[config.mk]
export PLATFORM = sky130hd
export DESIGN_NAME = midpoint_circle_rasterizer
export DESIGN_NICKNAME = d
export VERILOG_FILES = /design/src/design/mcr_pkg.sv /design/src/design/mcr_front.sv /design/src/design/mcr_queue.sv /design/src/design/mcr_back.sv /design/src/design/midpoint_circle_rasterizer.sv
export SDC_FILE = /design/constraint.sdc
export NUM_CORES = 1
export LEC_CHECK = 0
export BUFFER_PORTS_ARGS = -buffer_cell sky130_fd_sc_hd__buf_2
export CAP_MARGIN = 20
export CORE_ASPECT_RATIO = 2
export CORE_MARGIN = 5
export CORE_UTILIZATION = 30
export CTS_CLUSTER_SIZE = 30
export DETAILED_ROUTE_END_ITERATION = 8
export PLACE_DENSITY = 0.46
export SLEW_MARGIN = 5
export SYNTH_ARGS = -nofsm -noshare
export SYNTH_HDL_FRONTEND = slang
export SYNTH_HIERARCHICAL = 1
export SYNTH_SLANG_ARGS = --single-unit
[constraint.sdc]
create_clock -name clk -period 5.02 [get_ports clk]
set_clock_uncertainty 0.2 [all_clocks]
set_input_delay 0.251 -clock clk [delete_from_list [all_inputs] [get_ports clk]]
set_output_delay 0.251 -clock clk [all_outputs]
set_load 0.05 [all_outputs]
[src/design/mcr_pkg.sv]
// shared types and constants for the midpoint circle rasterizer
// no dependencies; imported by every module of the block
`timescale 1ns / 1ps

package mcr_pkg;

	// default widths, used as the defaults of the top level parameters
	localparam int COORD_BITS_DEF  = 12;
	localparam int RADIUS_BITS_DEF = 10;

	// depth of the job queue between front and back
	localparam int QUEUE_DEPTH = 2;

	// action codes of an input beat
	localparam logic ACTION_START = 1'b0;
	localparam logic ACTION_STEP  = 1'b1;

	// what the back end has to emit for one job
	typedef enum logic [1:0] {
		JOB_EMPTY = 2'd0,
		JOB_AXIS  = 2'd1,
		JOB_OCT   = 2'd2
	} job_kind_t;

	// control part of a job; done marks the job that completes the circle
	typedef struct packed {
		job_kind_t kind;
		logic      done;
	} job_ctrl_t;

endpackage

[src/design/mcr_front.sv]
// front end: accepts input beats, runs one midpoint iteration per step
// and pushes a classified job; depends on mcr_pkg
`timescale 1ns / 1ps

module mcr_front import mcr_pkg::*; #(
	parameter int COORD_BITS  = COORD_BITS_DEF,
	parameter int RADIUS_BITS = RADIUS_BITS_DEF
) (
	input  logic                          clk,
	input  logic                          arst_n,
	input  logic                          in_valid,
	output logic                          in_stall,
	input  logic                          action,
	input  logic signed [COORD_BITS-1:0]  centre_x,
	input  logic signed [COORD_BITS-1:0]  centre_y,
	input  logic        [RADIUS_BITS-1:0] circle_radius,
	input  logic                          queue_full,
	output logic                          job_push,
	output job_ctrl_t                     job_ctrl,
	output logic signed [COORD_BITS-1:0]  job_cx,
	output logic signed [COORD_BITS-1:0]  job_cy,
	output logic        [RADIUS_BITS-1:0] job_ox,
	output logic        [RADIUS_BITS-1:0] job_oy
);

	localparam int DEC_W = RADIUS_BITS + 4;

	logic signed [COORD_BITS-1:0]  centre_x_q;
	logic signed [COORD_BITS-1:0]  centre_y_q;
	logic        [RADIUS_BITS-1:0] offset_x_q;
	logic        [RADIUS_BITS-1:0] offset_y_q;
	logic        [DEC_W-1:0]       decision_q;
	logic                          active_q;

	logic                          accept;
	logic                          dec_pos;
	logic        [RADIUS_BITS:0]   oy_n;
	logic        [RADIUS_BITS:0]   ox_n;
	logic        [DEC_W-1:0]       dec_n;
	logic                          overshoot;
	logic                          diag;

	assign in_stall = queue_full;
	assign accept   = in_valid && !queue_full;
	assign job_push = accept;

	// one midpoint iteration from the stored state
	always_comb begin
		dec_pos   = !decision_q[DEC_W-1] && (decision_q != '0);
		oy_n      = {1'b0, offset_y_q} + 1'b1;
		ox_n      = dec_pos ? ({1'b0, offset_x_q} - 1'b1) : {1'b0, offset_x_q};
		dec_n     = decision_q + {{(DEC_W-RADIUS_BITS-2){1'b0}}, oy_n, 1'b1}
			- (dec_pos ? {{(DEC_W-RADIUS_BITS-2){1'b0}}, ox_n, 1'b0} : '0);
		overshoot = ox_n < oy_n;
		diag      = ox_n == oy_n;
	end

	// classify the beat into a job
	always_comb begin
		job_ctrl.kind = JOB_EMPTY;
		job_ctrl.done = 1'b1;
		job_cx        = centre_x_q;
		job_cy        = centre_y_q;
		job_ox        = ox_n[RADIUS_BITS-1:0];
		job_oy        = oy_n[RADIUS_BITS-1:0];
		if (action == ACTION_START) begin
			job_cx = centre_x;
			job_cy = centre_y;
			job_ox = circle_radius;
			job_oy = '0;
			if (circle_radius != '0) begin
				job_ctrl.kind = JOB_AXIS;
				job_ctrl.done = 1'b0;
			end
		end else if (active_q && !overshoot) begin
			job_ctrl.kind = JOB_OCT;
			job_ctrl.done = diag;
		end
	end

	// circle state
	always_ff @(posedge clk or negedge arst_n) begin
		if (!arst_n) begin
			centre_x_q <= '0;
			centre_y_q <= '0;
			offset_x_q <= '0;
			offset_y_q <= '0;
			decision_q <= '0;
			active_q   <= 1'b0;
		end else if (accept) begin
			if (action == ACTION_START) begin
				centre_x_q <= centre_x;
				centre_y_q <= centre_y;
				offset_x_q <= circle_radius;
				offset_y_q <= '0;
				decision_q <= DEC_W'(1) - {{(DEC_W-RADIUS_BITS){1'b0}}, circle_radius};
				active_q   <= circle_radius != '0;
			end else if (active_q) begin
				offset_x_q <= ox_n[RADIUS_BITS-1:0];
				offset_y_q <= oy_n[RADIUS_BITS-1:0];
				decision_q <= dec_n;
				active_q   <= !overshoot && !diag;
			end
		end
	end

endmodule

[src/design/mcr_queue.sv]
// small job queue between front and back ends
// depends on mcr_pkg for its depth
`timescale 1ns / 1ps

module mcr_queue import mcr_pkg::*; #(
	parameter int WIDTH = 8
) (
	input  logic             clk,
	input  logic             arst_n,
	input  logic             push,
	input  logic [WIDTH-1:0] push_data,
	output logic             full,
	input  logic             pop,
	output logic             pop_valid,
	output logic [WIDTH-1:0] pop_data
);

	localparam int PTR_W = (QUEUE_DEPTH > 1) ? $clog2(QUEUE_DEPTH) : 1;
	localparam int CNT_W = $clog2(QUEUE_DEPTH + 1);

	logic [WIDTH-1:0] entry_q [QUEUE_DEPTH];
	logic [PTR_W-1:0] wr_ptr_q;
	logic [PTR_W-1:0] rd_ptr_q;
	logic [CNT_W-1:0] count_q;
	logic             do_push;
	logic             do_pop;

	assign full      = count_q == CNT_W'(QUEUE_DEPTH);
	assign pop_valid = count_q != '0;
	assign pop_data  = entry_q[rd_ptr_q];
	assign do_push   = push && !full;
	assign do_pop    = pop && pop_valid;

	// storage
	always_ff @(posedge clk) begin
		if (do_push) begin
			entry_q[wr_ptr_q] <= push_data;
		end
	end

	// pointers and fill count
	always_ff @(posedge clk or negedge arst_n) begin
		if (!arst_n) begin
			wr_ptr_q <= '0;
			rd_ptr_q <= '0;
			count_q  <= '0;
		end else begin
			if (do_push) begin
				wr_ptr_q <= (wr_ptr_q == PTR_W'(QUEUE_DEPTH-1)) ? '0 : wr_ptr_q + 1'b1;
			end
			if (do_pop) begin
				rd_ptr_q <= (rd_ptr_q == PTR_W'(QUEUE_DEPTH-1)) ? '0 : rd_ptr_q + 1'b1;
			end
			if (do_push && !do_pop) begin
				count_q <= count_q + 1'b1;
			end else if (do_pop && !do_push) begin
				count_q <= count_q - 1'b1;
			end
		end
	end

endmodule

[src/design/mcr_back.sv]
// back end: expands one job into its result beats, one per cycle
// while not stalled, via an output register; depends on mcr_pkg
`timescale 1ns / 1ps

module mcr_back import mcr_pkg::*; #(
	parameter int COORD_BITS  = COORD_BITS_DEF,
	parameter int RADIUS_BITS = RADIUS_BITS_DEF
) (
	input  logic                          clk,
	input  logic                          arst_n,
	input  logic                          job_valid,
	input  job_ctrl_t                     job_ctrl,
	input  logic signed [COORD_BITS-1:0]  job_cx,
	input  logic signed [COORD_BITS-1:0]  job_cy,
	input  logic        [RADIUS_BITS-1:0] job_ox,
	input  logic        [RADIUS_BITS-1:0] job_oy,
	output logic                          job_pop,
	output logic                          out_valid,
	input  logic                          out_stall,
	output logic signed [COORD_BITS:0]    point_x,
	output logic signed [COORD_BITS:0]    point_y,
	output logic                          empty_res,
	output logic                          last,
	output logic                          done_res
);

	localparam int SUM_W = ((COORD_BITS > RADIUS_BITS) ? COORD_BITS : RADIUS_BITS) + 2;

	logic                          cur_valid_q;
	job_ctrl_t                     cur_ctrl_q;
	logic signed [COORD_BITS-1:0]  cur_cx_q;
	logic signed [COORD_BITS-1:0]  cur_cy_q;
	logic        [RADIUS_BITS-1:0] cur_ox_q;
	logic        [RADIUS_BITS-1:0] cur_oy_q;
	logic        [2:0]             idx_q;

	logic                          out_valid_q;
	logic signed [COORD_BITS:0]    point_x_q;
	logic signed [COORD_BITS:0]    point_y_q;
	logic                          empty_q;
	logic                          last_q;
	logic                          done_q;

	logic                          out_adv;
	logic                          is_last;
	logic                          load_job;
	logic        [RADIUS_BITS-1:0] mag_x;
	logic        [RADIUS_BITS-1:0] mag_y;
	logic                          neg_x;
	logic                          neg_y;
	logic        [SUM_W-1:0]       dx;
	logic        [SUM_W-1:0]       dy;
	logic        [SUM_W-1:0]       sum_x;
	logic        [SUM_W-1:0]       sum_y;

	assign out_adv  = !out_valid_q || !out_stall;
	assign load_job = job_valid && (!cur_valid_q || (out_adv && is_last));
	assign job_pop  = load_job;

	// position of the final beat of the current job
	always_comb begin
		case (cur_ctrl_q.kind)
			JOB_EMPTY: is_last = idx_q == 3'd0;
			JOB_AXIS:  is_last = idx_q == 3'd3;
			JOB_OCT:   is_last = cur_ctrl_q.done ? (idx_q == 3'd3) : (idx_q == 3'd7);
			default:   is_last = 1'b1;
		endcase
	end

	// offset of the current beat: axis points or octant reflections
	always_comb begin
		if (cur_ctrl_q.kind == JOB_AXIS) begin
			mag_x = idx_q[0] ? '0 : cur_ox_q;
			mag_y = idx_q[0] ? cur_ox_q : '0;
			neg_x = idx_q[1];
			neg_y = idx_q[1];
		end else begin
			mag_x = idx_q[2] ? cur_oy_q : cur_ox_q;
			mag_y = idx_q[2] ? cur_ox_q : cur_oy_q;
			neg_x = idx_q[0];
			neg_y = idx_q[1];
		end
		dx    = {{(SUM_W-RADIUS_BITS){1'b0}}, mag_x};
		dy    = {{(SUM_W-RADIUS_BITS){1'b0}}, mag_y};
		sum_x = {{(SUM_W-COORD_BITS){cur_cx_q[COORD_BITS-1]}}, cur_cx_q}
			+ (neg_x ? (~dx + 1'b1) : dx);
		sum_y = {{(SUM_W-COORD_BITS){cur_cy_q[COORD_BITS-1]}}, cur_cy_q}
			+ (neg_y ? (~dy + 1'b1) : dy);
	end

	// current job and beat index
	always_ff @(posedge clk or negedge arst_n) begin
		if (!arst_n) begin
			cur_valid_q <= 1'b0;
			idx_q       <= '0;
		end else begin
			if (load_job) begin
				cur_valid_q <= 1'b1;
				idx_q       <= '0;
			end else if (cur_valid_q && out_adv) begin
				if (is_last) begin
					cur_valid_q <= 1'b0;
				end
				idx_q <= idx_q + 1'b1;
			end
		end
	end

	// job payload
	always_ff @(posedge clk) begin
		if (load_job) begin
			cur_ctrl_q <= job_ctrl;
			cur_cx_q   <= job_cx;
			cur_cy_q   <= job_cy;
			cur_ox_q   <= job_ox;
			cur_oy_q   <= job_oy;
		end
	end

	// output register valid
	always_ff @(posedge clk or negedge arst_n) begin
		if (!arst_n) begin
			out_valid_q <= 1'b0;
		end else if (out_adv) begin
			out_valid_q <= cur_valid_q;
		end
	end

	// output register payload
	always_ff @(posedge clk) begin
		if (out_adv && cur_valid_q) begin
			if (cur_ctrl_q.kind == JOB_EMPTY) begin
				point_x_q <= '0;
				point_y_q <= '0;
				empty_q   <= 1'b1;
			end else begin
				point_x_q <= sum_x[COORD_BITS:0];
				point_y_q <= sum_y[COORD_BITS:0];
				empty_q   <= 1'b0;
			end
			last_q <= is_last;
			done_q <= is_last && cur_ctrl_q.done;
		end
	end

	assign out_valid = out_valid_q;
	assign point_x   = point_x_q;
	assign point_y   = point_y_q;
	assign empty_res = empty_q;
	assign last      = last_q;
	assign done_res  = done_q;

endmodule

[src/design/midpoint_circle_rasterizer.sv]
// midpoint circle rasterizer: a beat passes the job queue, the back end's job register
// and the output register; results leave at one beat per cycle while out_stall is low;
// a step emits eight octant points (four on the diagonal), a start four axis points,
// empty results one beat; the front takes a new beat each cycle while the queue has room
// reset clears the queue, the output register and the circle state (no circle active)
`timescale 1ns / 1ps

module midpoint_circle_rasterizer import mcr_pkg::*; #(
	parameter int COORD_BITS  = COORD_BITS_DEF,
	parameter int RADIUS_BITS = RADIUS_BITS_DEF
) (
	input  logic                          clk,
	input  logic                          arst_n,
	input  logic                          in_valid,
	output logic                          in_stall,
	input  logic                          action,
	input  logic signed [COORD_BITS-1:0]  centre_x,
	input  logic signed [COORD_BITS-1:0]  centre_y,
	input  logic        [RADIUS_BITS-1:0] circle_radius,
	output logic                          out_valid,
	input  logic                          out_stall,
	output logic signed [COORD_BITS:0]    point_x,
	output logic signed [COORD_BITS:0]    point_y,
	output logic                          empty_res,
	output logic                          last,
	output logic                          done_res
);

	localparam int CTRL_W = $bits(job_ctrl_t);
	localparam int JOB_W  = CTRL_W + 2 * COORD_BITS + 2 * RADIUS_BITS;

	logic                          queue_full;
	logic                          job_push;
	job_ctrl_t                     push_ctrl;
	logic signed [COORD_BITS-1:0]  push_cx;
	logic signed [COORD_BITS-1:0]  push_cy;
	logic        [RADIUS_BITS-1:0] push_ox;
	logic        [RADIUS_BITS-1:0] push_oy;
	logic        [JOB_W-1:0]       push_data;
	logic                          job_pop;
	logic                          pop_valid;
	logic        [JOB_W-1:0]       pop_data;
	job_ctrl_t                     pop_ctrl;

	// front end
	mcr_front #(
		.COORD_BITS (COORD_BITS),
		.RADIUS_BITS(RADIUS_BITS)
	) u_front (
		.clk          (clk),
		.arst_n       (arst_n),
		.in_valid     (in_valid),
		.in_stall     (in_stall),
		.action       (action),
		.centre_x     (centre_x),
		.centre_y     (centre_y),
		.circle_radius(circle_radius),
		.queue_full   (queue_full),
		.job_push     (job_push),
		.job_ctrl     (push_ctrl),
		.job_cx       (push_cx),
		.job_cy       (push_cy),
		.job_ox       (push_ox),
		.job_oy       (push_oy)
	);

	assign push_data = {push_ctrl, push_cx, push_cy, push_ox, push_oy};

	// job queue
	mcr_queue #(
		.WIDTH(JOB_W)
	) u_queue (
		.clk      (clk),
		.arst_n   (arst_n),
		.push     (job_push),
		.push_data(push_data),
		.full     (queue_full),
		.pop      (job_pop),
		.pop_valid(pop_valid),
		.pop_data (pop_data)
	);

	assign pop_ctrl = job_ctrl_t'(pop_data[JOB_W-1 -: CTRL_W]);

	// back end
	mcr_back #(
		.COORD_BITS (COORD_BITS),
		.RADIUS_BITS(RADIUS_BITS)
	) u_back (
		.clk      (clk),
		.arst_n   (arst_n),
		.job_valid(pop_valid),
		.job_ctrl (pop_ctrl),
		.job_cx   (pop_data[2*RADIUS_BITS+2*COORD_BITS-1 -: COORD_BITS]),
		.job_cy   (pop_data[2*RADIUS_BITS+COORD_BITS-1 -: COORD_BITS]),
		.job_ox   (pop_data[2*RADIUS_BITS-1 -: RADIUS_BITS]),
		.job_oy   (pop_data[RADIUS_BITS-1:0]),
		.job_pop  (job_pop),
		.out_valid(out_valid),
		.out_stall(out_stall),
		.point_x  (point_x),
		.point_y  (point_y),
		.empty_res(empty_res),
		.last     (last),
		.done_res (done_res)
	);

endmodule
==> impl_metrics.ini, run 1 <==
[status]
status = complete, no violations

[sta]
finalCriticalPeriod_ns = 4.70
period_share_pct = 93.5
hold_slack_ns = 0.0250
max-slew-margin-rel_pct = 43.4
grt_setup_unrepaired = no
final_max_slew_viol_count = 0
setup_violations = 0
finalHoldViolCount = 0
worst_pin_slew_ns = 0.849
setup-tns-final_ns = 0
max_freq_mhz = 213

[logic_synthesis]
synth_xor_area_share_pct = 4.65
synth.area.mux_share_pct = 9.84
syn_avg_cell_area_um2 = 11.3
synth-simple-area-share_pct = 12.3
ys_ff_latch = 238
ys_warn_count = 6
synth_fp_nets = 1279
synthAdderAreaFrac_pct = 7.85
synthArstFlopShare_pct = 28.6
synth_compound_area_share_pct = 9.98
synth_top_family_by_area = simple AND/OR/NAND/NOR gates
ys_seq_area_share_pct = 51.6
yosysUniqueCellTypes = 73
synth_flop_cell = edfxtp_1
synth_edf_count = 170
synthCells = 1165
synth_area_um2 = 13200

[routing]
drt_iter0_drc = 324
antenna_left = 0
num_vias = 8989
avgRoutedWirePerCell_um = 18.8
first_pass_iters = 4
wl_um = 34900
viasPerCell = 4.83
drc = 0

[die]
coreArea_um2 = 43500
dieArea_um2 = 48500
boundaryPins = 70
rows = 108
die_y_um = 307
die_w_um = 158
start_util_pct = 30.3

[cells_and_area]
synthToLayoutAreaGrowth_pct = 17.8
mostFrequentLayoutCell = edfxtp_1
layout-drive-gt1-share_pct = 19.8
final_cell_mix = edfxtp_1 (170), nand2_1 (146), nor2_1 (90)
diodes = 0
fillers = 4387
final_nets = 1406

[critical_path]
crit_required_ns = 5.23
critPathLaunchType = flip-flop
r2r_setup_slack_ns = 0.32
path_max_fanout = 5
critical_path_class = reg2reg
cp.arrival_ns = 4.91
worst_setup_path_end_kind = flip-flop

[grt]
grt_usage_pct = 14.4
grt_overflow = 0
grt_max_degree = 50
grt_pass1_vias = 9435
antenna_found_initial = 0
grt_pass1_wl_um = 54100

[clocking]
cts_root_buffer = clkbuf_16
insertion_delay_ns = 0.53
numCtsBuffers = 24
cts_tree = done
cts_buffer_depth = 3
cts.sinks = 238
clk_pin_slew_worst_paths_ns = 0.06
htreeDepth = 1

[worst_hold_path]
hold_class = in2async

[placed_design]
gp_congestion = 0.836
numPortBuffers = 69
hpwl_um = 26700

[run]
drv_cap = 0
## worst max-delay path: stages, from the launching register on
cell,delay (ns)
dfrtp_1,0.40
inv_1,0.06
ha_1,0.18
nor4b_1,0.15
a41o_1,0.28
nor4_2,0.49
nand2_1,0.20
xor2_1,0.26
nor2_1,0.10
fa_1,0.50
inv_1,0.04
ha_1,0.34
a21oi_1,0.30
o21bai_1,0.15
a221oi_1,0.33
o41a_1,0.22
xnor2_1,0.12
a21oi_1,0.08
a21o_1,0.17
## cells by family (layout without fill, tap and decap cells)
kind of cell | count (synthesis) | in the layout
AOI/OAI and AO/OA | 209 | 209
adders and majority gates | 75 | 75
buffers and inverters | 116 | 261
muxes | 112 | 112
xor gates and xnor gates | 70 | 70
DFF | 238 | 238
and+or+nand+nor | 345 | 345
## path summary, 6_finish.rpt
path,start,endpoint,depth (start not counted)
worst min register to register,u_front/centre_y_q[7],u_front/centre_y_q[7],2
worst max-delay path,u_front/decision_q[13],u_front/decision_q[13],18
max in group asynchronous,arst_n,u_queue/rd_ptr_q,3
worst min-delay path,arst_n,u_front/centre_x_q[3],2
worst max register to register,u_front/decision_q[13],u_front/decision_q[13],18
min in group clk,action,u_front/offset_x_q[8],2
## cells in the mapped netlist (all sizes together) (3+ instances only)
library cell	instances	share of area, %
mux2	82	7.6
nor4	6	0.33
nand2	146	4.2
a2111oi	3	0.20
nor2	92	2.6
o31ai	5	0.28
nor4b	4	0.31
and2	8	0.38
nor2b	4	0.25
o21ai	47	1.8
or2	8	0.40
xor2	32	2.1
or4bb	7	0.60
buf	24	1.2
o22ai	8	0.38
nand3	18	0.68
o21bai	5	0.28
a211oi	10	0.57
mux2i	30	2.3
edfxtp	170	39
or3	3	0.18
a41oi	4	0.32
inv	68	1.9
o211ai	7	0.40
nand2b	9	0.43
fa	13	2.0
clkbuf	23	0.66
dfrtp	68	13
a31oi	10	0.47
and3	9	0.43
nor3	20	0.80
xnor2	38	2.5
o21a	5	0.28
a21o	18	1.0
ha	62	5.9
a21oi	69	2.6
## per-stage QoR
stage	cells	setup WS, ns	instance area [um2]	utilization (%)
after global placement	1778	0.247	14300	32.9
final	1860	0.325	15500	35.7
after global routing	1860	0.0490	15500	35.7
after detailed placement	1778	0.314	14300	32.9
after CTS	1858	0.277	15500	35.6
after floorplan	1165	0.472	13200	-
## state kept, by name (all words and copies together), names as in the netlist, 12 cells and up
register            count
u_back/cur_cx_q        12
u_back/point_y         13
u_front/centre_y_q     12
u_front/decision_q     14
u_queue/entry_q        94
u_back/cur_cy_q        12
u_front/centre_x_q     12
u_back/point_x         13
## cell type report
cell class,instances,area (um2),area share [%]
sequential,238,6810,43.8
inverter,69,259,1.67
multi-input combinational,811,5910,38.1
timing repair buffer,148,1030,6.64
clock buffer,33,696,4.48
tap,550,688,4.43
clock inverter,11,141,0.910
## layer usage
layer / global-route usage (%) / routed length [um]
met5: 0 / 0
met4: 4.57 / 925
met3: 1.31 / 947
met2: 29.8 / 20800
met1: 14.5 / 12200
## repair_timing
action | CTS | global route
endpoints found under the hold margin | 135 | 0
setup buffers | 0 | 2
hold buffers | 36 | 0
setup endpoints to repair | 0 | 2
resized for setup | 0 | 3
Power of run 1 is not shown: default switching activity piles up to over one toggle a cycle in this logic, so the estimate is an artifact.
==> run 2: changes to the inputs <==
--- a/config.mk
+++ b/config.mk
@@ -16,5 +16,4 @@
 export SLEW_MARGIN = 5
 export SYNTH_ARGS = -nofsm -noshare
 export SYNTH_HDL_FRONTEND = slang
-export SYNTH_HIERARCHICAL = 1
 export SYNTH_SLANG_ARGS = --single-unit
==> impl_metrics.ini, run 2 <==
[status]
status = complete, no violations

[clocking]
cts_setup_buffers = 0
cts_tree = done
numCtsBuffers = 24
cts_buffer_depth = 3
htreeDepth = 1
cts_root_buffer = clkbuf_16
insertion_delay_ns = 0.54
cts.sinks = 238
clk_pin_slew_worst_paths_ns = 0.06

[sta]
finalCriticalPeriod_ns = 4.58
finalHoldViolCount = 0
setup-tns-final_ns = 0
max-slew-margin-rel_pct = 32.2
period_share_pct = 91.3
final_max_slew_viol_count = 0
setup_violations = 0
max_freq_mhz = 218
worst_pin_slew_ns = 1.00
grt_setup_unrepaired = no

[worst_hold_path]
hold_class = in2reg

[die]
die_y_um = 298
coreArea_um2 = 41100
rows = 105
start_util_pct = 30.3
die_w_um = 154
boundaryPins = 70
dieArea_um2 = 46000

[grt]
grt_pass1_wl_um = 49400
grt_max_degree = 64
grt_usage_pct = 13.8
antenna_found_initial = 0
grt_pass1_vias = 8552
grt_overflow = 0

[placed_design]
gp_congestion = 0.909
hpwl_um = 24000
placedCellCount = 1602
numPortBuffers = 69

[logic_synthesis]
yosysMostFrequentCell = edfxtp_1
yosysTopAreaCell = edfxtp_1
synthArstFlopShare_pct = 28.6
ys_ff_latch = 238
synth_edf_count = 170
synthTopCellsByArea = edfxtp_1 (41%), dfrtp_1 (14%), mux2_2 (9.4%)
synth_common_cells = edfxtp_1 (170), mux2_2 (104), nor2_1 (82)
synth_area_um2 = 12500
synth_flop_cell = edfxtp_1
yosysUniqueCellTypes = 61
synthCells = 1015
syn_avg_cell_area_um2 = 12.3
synth_top_cell_area_share_pct = 41.0
ys_warn_count = 0
synth_fp_nets = 1129
ys_seq_area_share_pct = 54.6

[run]
drv_cap = 0

[critical_path]
crit_buf_inv = 2
crit_required_ns = 5.22
critical_path_class = reg2reg
path_max_fanout = 5
crit_family = simple AND/OR/NAND/NOR gates
critPathLaunchType = flip-flop
cpPeakStageDelay_ns = 0.48
worst_setup_path_end_kind = flip-flop
cp.arrival_ns = 4.79
crit_chain = inv_1 > ha_1 > nor4b_1 > a31o_2 > nor4_1 > nand2_1 > or3_1 > xor2_1 > nor2_1 > fa_1 > inv_1 > ha_1 > nand3_1 > o21ai_0 > a41oi_1 > xnor2_1 > a21oi_1
cp_slowest_cell = fa_1

[routing]
drc = 0
first_pass_iters = 4
wl_um = 31900
viasPerCell = 4.78
antenna_left = 0
avgRoutedWirePerCell_um = 19.0
num_vias = 8032
drt_iter0_drc = 317

[cells_and_area]
final_cells = 1679
diodes = 0
layout-drive-gt1-share_pct = 21.2
synthToLayoutAreaGrowth_pct = 17.2
largest_register = u_queue.entry_q
mostFrequentLayoutCell = edfxtp_1
fillers = 4085
final_cell_mix = edfxtp_1 (170), mux2_2 (104), nor2_1 (80)
top_regs = u_queue.entry_q x94, u_front.decision_q x14
largest_register_ffs = 94
final_nets = 1241
## run 2: cell count changes in the layout (fill, tap and decap cells not counted), moves of 6 or more
cell,delta
nand2_1,-88
mux2_2,+42
buf_4,-25
mux2i_1,-22
mux2_4,-20
a21oi_1,-15
nor2_1,-10
a32oi_1,+9
nand4_1,+7
o21ai_0,-7
or4bb_1,-7
clkinv_2,+6
nor2b_1,+6
## run 2: through the flow
stage               worst slack (ns)  utilization [%]  cell area (um2)  hold WS [ns]
floorplan                      0.763                -            12500        -0.245
global placement               0.422             32.9            13500       -0.0953
detailed placement             0.331             32.9            13500       -0.0968
CTS                            0.329             35.5            14600       0.00381
global route                  0.0224             35.5            14600        0.0520
finish                         0.438             35.5            14600        0.0263
## run 2: final cells by class
| cell class | count | area [um2] | share of cell area (%) |
|---|---|---|---|
| flip-flops and latches | 238 | 6810 | 46.6 |
| multi-input cells | 677 | 5310 | 36.4 |
| repair buffers | 122 | 848 | 5.81 |
| well taps | 535 | 669 | 4.58 |
| clock buffers | 32 | 641 | 4.39 |
| inverters | 64 | 240 | 1.64 |
| clock inverters | 11 | 87.6 | 0.600 |
## run 2: timing repair
item | 4_1_cts | 5_1_grt
endpoints found under the hold margin | 162 | 0
setup endpoints to repair | 0 | 3
resized for setup | 0 | 1
hold buffers | 33 | 0
## run 2: kinds of logic after synthesis
group / count (synthesis) / share of synthesized area [%]
flip-flops: 238 / 54.6
multiplexers: 113 / 10.2
AO/OA/AOI/OAI: 185 / 9.84
buffers and inverters: 100 / 3.08
adder cells (fa/ha/maj): 75 / 8.31
XOR/XNOR: 77 / 5.47
AND/OR/NAND/NOR: 227 / 8.47
## run 2: final timing paths
check | from | endpoint | slack (ns) | depth (start not counted)
worst max register to register | u_front.decision_q[0] | u_front.decision_q[13] | 0.44 | 17
worst min register to register | u_front.centre_y_q[9] | u_front.centre_y_q[9] | 0.30 | 1
worst min-delay path | circle_radius[5] | u_queue.entry_q[1][15] | 0.03 | 3
min in group asynchronous | arst_n | u_front.centre_x_q[2] | 0.28 | 3
worst max-delay path | u_front.decision_q[0] | u_front.decision_q[13] | 0.44 | 17
max in group asynchronous | arst_n | u_back.idx_q[0] | 3.65 | 3
## run 2: metal layers
metal  share of wire, %  routed length, um  GRT usage, %
met1                 37              11800          14.5
met5                  0                  0             0
met2                 57              18200          27.3
met3                2.9                919          1.63
met4                3.2               1020          5.20
## run 2: worst register-to-register path, stage by stage, from the launching register on
cell     delay (ns)
dfrtp_1        0.42
inv_1          0.11
ha_1           0.23
nor4b_1        0.17
a31o_2         0.25
nor4_1         0.32
nand2_1        0.22
or3_1          0.40
xor2_1         0.23
nor2_1         0.09
fa_1           0.48
inv_1          0.04
ha_1           0.36
nand3_1        0.09
o21ai_0        0.33
a41oi_1        0.24
xnor2_1        0.20
a21oi_1        0.08
Power of run 2 is left out for the same reason.
